File: src/rtl/lsm_pkg.sv
// Shared constants and types for the line segment median block.
`timescale 1ns / 1ps
`default_nettype none
package lsm_pkg;

  localparam int unsigned MAX_SEGMENTS = 16;
  localparam int unsigned COORD_BITS   = 12;
  localparam int unsigned IDX_W = (MAX_SEGMENTS > 1) ? $clog2(MAX_SEGMENTS) : 1;
  localparam int unsigned CNT_W = $clog2(MAX_SEGMENTS + 1);

  typedef struct packed {
    logic [COORD_BITS-1:0] y;
    logic [COORD_BITS-1:0] x;
  } point_t;

  // Write request into one point store.
  typedef struct packed {
    logic             we;
    logic [IDX_W-1:0] addr;
    point_t           data;
  } store_wr_t;

endpackage
`default_nettype wire

File: src/rtl/lsm_store.sv
// Point store: one write port, one registered read port.
`timescale 1ns / 1ps
`default_nettype none
module lsm_store (
  input  wire logic                    clk_i,
  input  wire lsm_pkg::store_wr_t      wr_i,
  input  wire logic [lsm_pkg::IDX_W-1:0] raddr_i,
  output lsm_pkg::point_t              rdata_o
);

  lsm_pkg::point_t mem [lsm_pkg::MAX_SEGMENTS];
  lsm_pkg::point_t rdata_q;

  always_ff @(posedge clk_i) begin
    if (wr_i.we) begin
      mem[wr_i.addr] <= wr_i.data;
    end
  end

  always_ff @(posedge clk_i) begin
    rdata_q <= mem[raddr_i];
  end

  assign rdata_o = rdata_q;

endmodule
`default_nettype wire

File: src/rtl/lsm_unit.sv
// Shared compare and halved-sum unit for sort passes and the median.
`timescale 1ns / 1ps
`default_nettype none
module lsm_unit (
  input  wire lsm_pkg::point_t a_i,
  input  wire lsm_pkg::point_t b_i,
  output logic                 b_lt_a_o,
  output lsm_pkg::point_t      mid_o
);

  logic [lsm_pkg::COORD_BITS:0] sum_x;
  logic [lsm_pkg::COORD_BITS:0] sum_y;

  assign b_lt_a_o = (b_i.x < a_i.x);
  assign sum_x    = {1'b0, a_i.x} + {1'b0, b_i.x};
  assign sum_y    = {1'b0, a_i.y} + {1'b0, b_i.y};
  // floor of half the sum: drop the low bit
  assign mid_o.x  = sum_x[lsm_pkg::COORD_BITS:1];
  assign mid_o.y  = sum_y[lsm_pkg::COORD_BITS:1];

endmodule
`default_nettype wire

File: src/rtl/line_segment_median.sv
// Top level: segment collection, bubble-sort sequencer and median output.
`timescale 1ns / 1ps
`default_nettype none
// Channel   Dir  Handshake                      Payload
// s_axis    in   s_axis_tvalid / s_axis_tready   tdata: start_x, start_y, end_x, end_y;
//                                               tlast: last_segment
// m_axis    out  m_axis_tvalid / m_axis_tready   tdata: median_start_x, median_start_y,
//                                               median_end_x, median_end_y,
//                                               segments_used, overflow
//
// A segment without tlast is stored while the block stays idle. A marked
// segment starts the sort (a single stored segment goes straight to the
// median): each store (start, then end) runs bubble passes on x through the
// single store read port and the shared compare unit, until a pass makes no
// swap; then the median runs its address, load, start and end steps.
// Reset clears the sequencer, the count, the drop flag and the output valid;
// store contents need no reset. A pending result stalls only the final
// median step; no segments are taken while that step waits.
module line_segment_median (
  input  wire logic        clk_i,
  input  wire logic        rst_ni,
  input  wire logic        s_axis_tvalid,
  output logic             s_axis_tready,
  // [11:0] start_x, [23:12] start_y, [35:24] end_x, [47:36] end_y
  input  wire logic [47:0] s_axis_tdata,
  input  wire logic        s_axis_tlast,
  output logic             m_axis_tvalid,
  input  wire logic        m_axis_tready,
  // [11:0] median_start_x, [23:12] median_start_y, [35:24] median_end_x,
  // [47:36] median_end_y, [52:48] segments_used, [53] overflow, [55:54] zero
  output logic [55:0]      m_axis_tdata
);

  localparam int unsigned CW = lsm_pkg::COORD_BITS;
  localparam int unsigned IW = lsm_pkg::IDX_W;
  localparam int unsigned NW = lsm_pkg::CNT_W;

  localparam logic [3:0] S_IDLE  = 4'd0;
  localparam logic [3:0] S_INIT  = 4'd1;
  localparam logic [3:0] S_FIRST = 4'd2;
  localparam logic [3:0] S_STEP  = 4'd3;
  localparam logic [3:0] S_LAST  = 4'd4;
  localparam logic [3:0] S_MRD0  = 4'd5;
  localparam logic [3:0] S_MRD1  = 4'd6;
  localparam logic [3:0] S_MS    = 4'd7;
  localparam logic [3:0] S_ME    = 4'd8;

  logic [3:0]      state_q, state_d;
  logic [NW-1:0]   cnt_q, cnt_d;
  logic            drop_q, drop_d;
  logic [IW-1:0]   j_q, j_d;
  logic            sel_q, sel_d;      // 0 sorts start store, 1 sorts end store
  logic            swapped_q, swapped_d;
  lsm_pkg::point_t cur_q, cur_d;      // element carried along a pass
  lsm_pkg::point_t a_start_q, a_start_d;
  lsm_pkg::point_t a_end_q, a_end_d;
  lsm_pkg::point_t res_start_q, res_start_d;

  logic            out_valid_q, out_valid_d;
  lsm_pkg::point_t out_start_q, out_start_d;
  lsm_pkg::point_t out_end_q, out_end_d;
  logic [NW-1:0]   out_cnt_q, out_cnt_d;
  logic            out_ovf_q, out_ovf_d;

  lsm_pkg::store_wr_t wr_start, wr_end;
  logic [IW-1:0]      raddr;
  lsm_pkg::point_t    rd_start, rd_end, rd_sel;
  lsm_pkg::point_t    sort_wdata;
  logic               sort_we;
  logic [IW-1:0]      sort_waddr;

  lsm_pkg::point_t    unit_a, unit_b, unit_mid;
  logic               unit_lt;

  lsm_pkg::point_t    in_start, in_end;
  logic               in_xfer;
  logic               out_free;
  logic [NW-1:0]      half_cnt;
  logic [NW-1:0]      j_plus2;

  assign in_start.x = s_axis_tdata[CW-1:0];
  assign in_start.y = s_axis_tdata[2*CW-1:CW];
  assign in_end.x   = s_axis_tdata[3*CW-1:2*CW];
  assign in_end.y   = s_axis_tdata[4*CW-1:3*CW];

  assign s_axis_tready = (state_q == S_IDLE);
  assign in_xfer       = s_axis_tvalid && s_axis_tready;
  assign out_free      = !out_valid_q || m_axis_tready;
  assign half_cnt      = cnt_q >> 1;
  assign j_plus2       = NW'(j_q) + NW'(2);
  assign rd_sel        = sel_q ? rd_end : rd_start;

  // Store write ports: input segments while idle, pass write-back otherwise.
  always_comb begin
    wr_start.we   = 1'b0;
    wr_start.addr = cnt_q[IW-1:0];
    wr_start.data = in_start;
    wr_end.we     = 1'b0;
    wr_end.addr   = cnt_q[IW-1:0];
    wr_end.data   = in_end;
    if (state_q == S_IDLE) begin
      wr_start.we = in_xfer && (cnt_q < NW'(lsm_pkg::MAX_SEGMENTS));
      wr_end.we   = wr_start.we;
    end else begin
      wr_start.we   = sort_we && !sel_q;
      wr_start.addr = sort_waddr;
      wr_start.data = sort_wdata;
      wr_end.we     = sort_we && sel_q;
      wr_end.addr   = sort_waddr;
      wr_end.data   = sort_wdata;
    end
  end

  lsm_store u_start_store (
    .clk_i   (clk_i),
    .wr_i    (wr_start),
    .raddr_i (raddr),
    .rdata_o (rd_start)
  );

  lsm_store u_end_store (
    .clk_i   (clk_i),
    .wr_i    (wr_end),
    .raddr_i (raddr),
    .rdata_o (rd_end)
  );

  // Shared unit: compare during passes, halved sum during the median.
  always_comb begin
    unit_a = cur_q;
    unit_b = rd_sel;
    if (state_q == S_MS) begin
      unit_a = a_start_q;
      unit_b = rd_start;
    end else if (state_q == S_ME) begin
      unit_a = a_end_q;
      unit_b = rd_end;
    end
  end

  lsm_unit u_unit (
    .a_i      (unit_a),
    .b_i      (unit_b),
    .b_lt_a_o (unit_lt),
    .mid_o    (unit_mid)
  );

  always_comb begin
    state_d     = state_q;
    cnt_d       = cnt_q;
    drop_d      = drop_q;
    j_d         = j_q;
    sel_d       = sel_q;
    swapped_d   = swapped_q;
    cur_d       = cur_q;
    a_start_d   = a_start_q;
    a_end_d     = a_end_q;
    res_start_d = res_start_q;
    out_valid_d = out_valid_q && !m_axis_tready;
    out_start_d = out_start_q;
    out_end_d   = out_end_q;
    out_cnt_d   = out_cnt_q;
    out_ovf_d   = out_ovf_q;
    raddr       = half_cnt[IW-1:0];
    sort_we     = 1'b0;
    sort_waddr  = j_q;
    sort_wdata  = cur_q;

    unique case (state_q)
      S_IDLE: begin
        if (in_xfer) begin
          if (cnt_q < NW'(lsm_pkg::MAX_SEGMENTS)) begin
            cnt_d = cnt_q + NW'(1);
          end else begin
            drop_d = 1'b1;
          end
          if (s_axis_tlast) begin
            sel_d = 1'b0;
            // a single stored segment is already sorted
            state_d = (cnt_d == NW'(1)) ? S_MRD0 : S_INIT;
          end
        end
      end
      S_INIT: begin
        raddr     = '0;
        swapped_d = 1'b0;
        j_d       = '0;
        state_d   = S_FIRST;
      end
      S_FIRST: begin
        cur_d   = rd_sel;
        raddr   = IW'(1);
        state_d = S_STEP;
      end
      S_STEP: begin
        // keep the larger x in hand, write the smaller back at j
        sort_we    = 1'b1;
        sort_wdata = unit_lt ? rd_sel : cur_q;
        cur_d      = unit_lt ? cur_q : rd_sel;
        swapped_d  = swapped_q || unit_lt;
        raddr      = j_plus2[IW-1:0];
        if (j_plus2 == cnt_q) begin
          state_d = S_LAST;
        end else begin
          j_d = j_q + IW'(1);
        end
      end
      S_LAST: begin
        sort_we    = 1'b1;
        sort_waddr = IW'(cnt_q - NW'(1));
        sort_wdata = cur_q;
        if (swapped_q) begin
          state_d = S_INIT;
        end else if (!sel_q) begin
          sel_d   = 1'b1;
          state_d = S_INIT;
        end else begin
          state_d = S_MRD0;
        end
      end
      S_MRD0: begin
        // odd count: read the middle twice, halved sum gives it back
        raddr   = cnt_q[0] ? half_cnt[IW-1:0] : IW'(half_cnt - NW'(1));
        state_d = S_MRD1;
      end
      S_MRD1: begin
        a_start_d = rd_start;
        a_end_d   = rd_end;
        state_d   = S_MS;
      end
      S_MS: begin
        res_start_d = unit_mid;
        state_d     = S_ME;
      end
      S_ME: begin
        // hold until the output register frees up
        if (out_free) begin
          out_valid_d = 1'b1;
          out_start_d = res_start_q;
          out_end_d   = unit_mid;
          out_cnt_d   = cnt_q;
          out_ovf_d   = drop_q;
          cnt_d       = '0;
          drop_d      = 1'b0;
          state_d     = S_IDLE;
        end
      end
      default: begin
        state_d = S_IDLE;
      end
    endcase
  end

  always_ff @(posedge clk_i or negedge rst_ni) begin
    if (!rst_ni) begin
      state_q     <= S_IDLE;
      cnt_q       <= '0;
      drop_q      <= 1'b0;
      out_valid_q <= 1'b0;
      sel_q       <= 1'b0;
      swapped_q   <= 1'b0;
      j_q         <= '0;
    end else begin
      state_q     <= state_d;
      cnt_q       <= cnt_d;
      drop_q      <= drop_d;
      out_valid_q <= out_valid_d;
      sel_q       <= sel_d;
      swapped_q   <= swapped_d;
      j_q         <= j_d;
    end
  end

  always_ff @(posedge clk_i) begin
    cur_q       <= cur_d;
    a_start_q   <= a_start_d;
    a_end_q     <= a_end_d;
    res_start_q <= res_start_d;
    out_start_q <= out_start_d;
    out_end_q   <= out_end_d;
    out_cnt_q   <= out_cnt_d;
    out_ovf_q   <= out_ovf_d;
  end

  assign m_axis_tvalid = out_valid_q;
  assign m_axis_tdata  = {2'b00, out_ovf_q, 5'(out_cnt_q),
                          out_end_q.y, out_end_q.x, out_start_q.y, out_start_q.x};

  // Count never passes capacity.
  assert property (@(posedge clk_i) disable iff (!rst_ni)
    cnt_q <= NW'(lsm_pkg::MAX_SEGMENTS))
    else $error("stored count beyond capacity");

  // A compare step always reads an entry inside the stored set.
  assert property (@(posedge clk_i) disable iff (!rst_ni)
    (state_q == S_STEP) |-> (j_plus2 <= cnt_q))
    else $error("pass index past stored count");

  // A new result always carries at least one segment.
  assert property (@(posedge clk_i) disable iff (!rst_ni)
    (state_q == S_ME && out_free) |=> (m_axis_tvalid && m_axis_tdata[52:48] != 5'd0))
    else $error("result missing or empty");

  // Sorting and median only run on a non-empty set.
  assert property (@(posedge clk_i) disable iff (!rst_ni)
    (state_q != S_IDLE) |-> (cnt_q != '0))
    else $error("sequencer busy with empty set");

endmodule
`default_nettype wire
File: config.mk
export PLATFORM = sky130hd
export DESIGN_NAME = line_segment_median
export DESIGN_NICKNAME = d
export VERILOG_FILES = /design/src/rtl/lsm_pkg.sv /design/src/rtl/lsm_store.sv /design/src/rtl/lsm_unit.sv /design/src/rtl/line_segment_median.sv
export SDC_FILE = /design/constraint.sdc
export NUM_CORES = 1
export LEC_CHECK = 0
export ABC_AREA = 0
export ABC_CLOCK_PERIOD_IN_PS = 9960
export BUFFER_PORTS_ARGS = -buffer_cell sky130_fd_sc_hd__buf_2
export CORE_MARGIN = 2
export CORE_UTILIZATION = 45
export DETAILED_ROUTE_END_ITERATION = 12
export PLACE_DENSITY = 0.7
export RECOVER_POWER = 50
export SYNTH_ARGS = -nofsm -noshare
export SYNTH_HDL_FRONTEND = slang
export SYNTH_HIERARCHICAL = 1
export SYNTH_SLANG_ARGS = --single-unit
File: constraint.sdc
create_clock -name clk_i -period 9.96 [get_ports clk_i]
set_input_delay 0.498 -clock clk_i [delete_from_list [all_inputs] [get_ports clk_i]]
set_output_delay 0.498 -clock clk_i [all_outputs]
set_load 0.03 [all_outputs]
Word-level counts from Yosys, hierarchy flattened
Memories as Yosys holds them, arrays and structs flattened. A register that Yosys moved wholly into a read port is not among the register bits.
Cells that the tools add are included.
W data, S select, Z words.
Word-level totals
  bits in writable memories: 768
  input port bits: 53
  flip-flop bits (word level): 167
  memories kept: 2
Memories
  u_end_store.mem: words 16, bits a word 24, read ports 1, clocked after memory_dff 1, wr ports 1, RTL line lsm_store.sv:11  | lsm_pkg::point_t mem [lsm_pkg::MAX_SEGMENTS];
  u_start_store.mem: words 16, bits a word 24, read ports 1, clocked after memory_dff 1, wr ports 1, RTL line lsm_store.sv:11
Cells by class
  add/subtract/negate cells: 7
  muxes and demuxes: 48
  $lt $le $gt $ge: 2
  eq/ne operators: 18
  reductions and logical operators: 23
Operators by type and width (count)
  $mux W24: 8
  $mux W28: 2
  $pmux W24 S2: 1
  $pmux W4 S9: 1
  $mux W4: 7
  $add A12 B12 Y13: 2
  $mux W5: 5
  $eq A4 B3 Y1 const B: 4
  $pmux W4 S4: 1
  $mux W1: 15
  $lt A12 B12 Y1: 1
  $ne A2 B2 Y1 const B: 6
  $reduce_and A4 Y1: 3
  $pmux W5 S2: 1
  $mux W3: 3
  $eq A4 B2 Y1 const B: 2
  $pmux W4 S2: 1
  $reduce_bool A2 Y1: 4
  $sub A4 B1 Y4 const B: 2
  $pmux W1 S2: 3
  $reduce_and A2 Y1: 3
  $add A4 B2 Y5 const B: 1
  $add A5 B1 Y5 const B: 1
  $eq A5 B1 Y1 const B: 1
  other kinds (12): 20

Logic depth before layout (Yosys ltp)
  depth after elaboration: 9
  gate-level depth with buffers: 21
  gate-level depth less buffers: 15

Hierarchy
The synthesis kept the hierarchy.
Modules (own cells, without submodules)
  lsm_store at u_start_store: instances 1, area each 14933.1 µm², seq. area each 12011.5 µm², cells each 636
  lsm_store at u_end_store: instances 1, area each 14930.6 µm², seq. area each 12011.5 µm², cells each 636
  line_segment_median: instances 1, area each 7772.5 µm², seq. area each 4929.7 µm², cells each 626
  lsm_unit: instances 1, area each 1261.2 µm², seq. area each 0.0 µm², cells each 171

Worst setup path before layout
OpenSTA, ideal clock, no wires.
  kind: flip-flop to flip-flop
  start point: register sel_q
  end point: register cur_q[0] in the netlist's numbering (enable)
  path slack: 2334 ps
  setup time: 536 ps
  clock period less this slack: 7626 ps
  data required time: 9424 ps
  arrival: 7090 ps
  stages on the path, launching flop included: 16
  path through: dfrtp_1 > clkbuf_1 > buf_2 > o21ai_1 > buf_2 > mux2_2 > ha_1 > clkbuf_1 > nand4_1 > nor3_1 > nand2_1 > o21ai_0 > o22ai_1 > clkbuf_1 > clkbuf_1 > a2111oi_0
RTL lines
  start, declared: RTL line line_segment_median.sv:52  | logic sel_q, sel_d;
  start signal, assigned: RTL line line_segment_median.sv:268  | sel_q <= sel_d;
  end signal, assigned: RTL line line_segment_median.sv:275  | cur_q <= cur_d;
  end, declared: RTL line line_segment_median.sv:54  | lsm_pkg::point_t cur_q, cur_d;

==> summary.txt <==
Yosys warns: 6
Worst-Skew Late Latency: 0.66 ns
Flops & latches, synth: 983
Chip width: 298 µm
RSZ-0062 raised after global routing: false
Initial Utilization: 45.5%
Final ANT Viol Nets: 0
Final WL: 93.5 mm
Worst EP arrival: 7.94 ns
# IOs: 111
Commonest non-fill, non-tap cell in the layout: edfxtp_1
Final Max Slew Viols: 319
Largest net degree at the start of global routing: 98
Number of flops mapped to enable cells by yosys: 918
Clock Sinks: 983
Die Area: 0.0888 mm²
Cell area after synthesis: 0.0389 mm²
Initial DRC Count: 2,563
Period utilization: 77.4%
Setup_tns: 0 ns
Max Root-Sink Buffers: 3
Cts repair resizes: 0
Slew @ Worst Pin: 3.64 ns
Vias: 20.5k
HP Class: in2reg
Layout cells sized above 1: 22.1%
Vias in the first global route: 20.3k
CTS H-tree lvls: 3
Critical path endpoint category: flip-flop
Critical path data required time: 10.19 ns
CTS tree: built
Fin Clk Skew: 0.0363 ns
Drt first pass iters: 6
Failing checks: max-capacitance violations, max-slew violations
Post-DP HPWL: 54.5 mm
Row count: 107
Clock transition at path regs: 0.06 ns
First-pass GRT wire length: 137 mm
Outcome: complete, but fails checks
Critical Path Fanout Max: 60
Initial antenna violation count: 1
Post-synthesis sequential area ratio: 74.4%
Cell variety after synth: 73
Core box area: 0.0854 mm²
Max-slew headroom: -143%
Ant diodes: 0
GPL Wtd Cong: 0.866
Die Y: 298 µm
Remaining Overflow, GRT: 0
Fin crit period: 7.71 ns
Most frequent cells in the layout: edfxtp_1, mux4_2, nand2_1, a22oi_1, clkbuf_16
CP startpoint kind: flip-flop
Slowest cell delay on critical path: 2.60 ns
Slowest stage cell, crit path: clkbuf_1
Total CTS buffers: 94
PortBufs: 108
Top cell by count, worst path: clkbuf_1
Postcts setup bufs: 0
Post-synthesis cell count: 2,069
Vias/cell: 5.97
CTS root buf: clkbuf_16
Drt drc: 0
Most used DFF post-synth: edfxtp_1
Hold Buf Count CTS: 1
Setup Crit Path Kind: reg2reg
F_max: 130 MHz
Mean post-synth cell area: 18.8 µm²
Final-report hold violation count: 0
Wirelength per Cell: 27.2 µm
Async set-reset flop share out of synthesis: 1.73%
Setup violations, final: 0
Nets: 2,310
Max Cap Viol: 8
Layout area overhead: 12.7%
CP Cell Sequence: or4_1 -> clkinv_2 -> clkbuf_1 -> nand2_1 -> o22ai_1 -> nand3b_1 -> nor2_2 -> clkbuf_1
Total GRT Usage: 20.9%
[critical path: cells and delay by family, from the launching register on]
family / cells / cell delay [ns]
buf+inv: 3 / 4.51
compound gates: 1 / 0.59
simple gates: 4 / 1.60
flops: 1 / 0.54
[worst paths after layout]
path                                           startpoint                                 to  slack (ns)  depth (start not counted)
worst max-delay path               state_q[2]$_DFFE_PN0P_  u_start_store/mem[7][7]$_DFFE_PP_        2.25                          8
worst min-delay path                        m_axis_tready             state_q[3]$_DFFE_PN0P_        0.24                          4
worst max register to register     state_q[2]$_DFFE_PN0P_  u_start_store/mem[7][7]$_DFFE_PP_        2.25                          8
worst min register to register  res_start_q[13]$_DFFE_PP_         m_axis_tdata[13]$_DFFE_PP_        0.42                          0
max in group asynchronous                          rst_ni             state_q[2]$_DFFE_PN0P_        8.80                          2
min in group asynchronous                          rst_ni                 j_q[3]$_DFFE_PN0P_        0.56                          2
[through the flow]
| stage | worst slack, ns | hold slack [ns] | instance area (µm²) | util, % | instances |
|---|---|---|---|---|---|
| 2_1_floorplan | 2.33 | 0.202 | 38900 | - | 2070 |
| 6_report | 2.25 | 0.243 | 43800 | 51.3 | 3438 |
| 5_1_grt | 1.85 | 0.240 | 43800 | 51.3 | 3438 |
| 3_5_place_dp | 4.06 | 0.405 | 40900 | 47.9 | 3262 |
| 3_3_place_gp | 4.19 | 0.403 | 40900 | 47.9 | 3262 |
| 4_1_cts | 4.03 | 0.204 | 44000 | 51.5 | 3438 |
[sequential cells by signal (all words and copies together), names as in the netlist]
name	cells
u_end_store/mem	384
u_start_store/mem	384
m_axis_tdata	48
a_end_q	24
a_start_q	24
cur_q	24
res_start_q	24
u_end_store/rdata_o	24
u_start_store/rdata_o	24
cnt_q	5
out_cnt_q	5
j_q	4
state_q	4
drop_q	1
m_axis_tvalid	1
out_ovf_q	1
sel_q	1
swapped_q	1
[final cells by class]
class	count	area (µm²)
clock buffers	121	2580
clock inverters	54	479
fillers	6779	41600
inverters	36	136
multi-input cells	936	9390
flip-flops and latches	983	29000
well taps	1144	1430
repair buffers	164	863
[per-layer routing]
layer	global-route usage (%)	vias to the layer above	routed length [µm]
met2	32.5	1051	44300
met4	5.19	0	1940
met1	30.6	10670	38600
met3	4.23	124	8670
met5	0	-	0
li1	-	8674	-
[logic make-up (layout without fill, tap and decap cells)]
kind of cell	count (synthesis)	in the layout	synth area share, %
AO/OA/AOI/OAI	295	295	5.24
buffers and inverters	151	375	1.80
adder cells (fa/ha/maj)	42	42	1.39
flip-flops	983	983	74.4
AND/OR/NAND/NOR	326	326	3.91
other	1	2	0.00964
multiplexers	244	244	12.6
XOR/XNOR	27	27	0.608
[cell usage after synthesis, types with 4 or more instances]
cell	n	area, µm²
nor2_1	78	293
buf_2	28	140
nand2_1	120	450
buf_4	4	30.0
ha_1	40	500
o21bai_1	4	30.0
buf_6	11	124
a211oi_1	4	30.0
nand3b_1	4	30.0
nor3_1	62	310
dfrtp_1	17	425
nand4_1	5	31.3
and2_1	5	31.3
a22oi_1	97	728
mux4_2	192	4320
nor2b_1	9	56.3
a21o_1	52	390
mux2i_1	4	40.0
a21boi_0	5	37.5
inv_1	35	131
a31oi_1	31	194
clkbuf_1	70	263
nand2b_1	9	56.3
a21oi_1	51	255
xor2_1	11	96.3
xnor2_1	16	140
nand3_1	7	35.0
or3_1	4	25.0
edfxtp_1	918	27600
mux2_2	48	541
o21ai_0	20	100
dfxtp_1	48	961
Power is left out: the tool's default activity adds up to more than one toggle a clock period on the data nets, which glitch-free logic cannot reach.
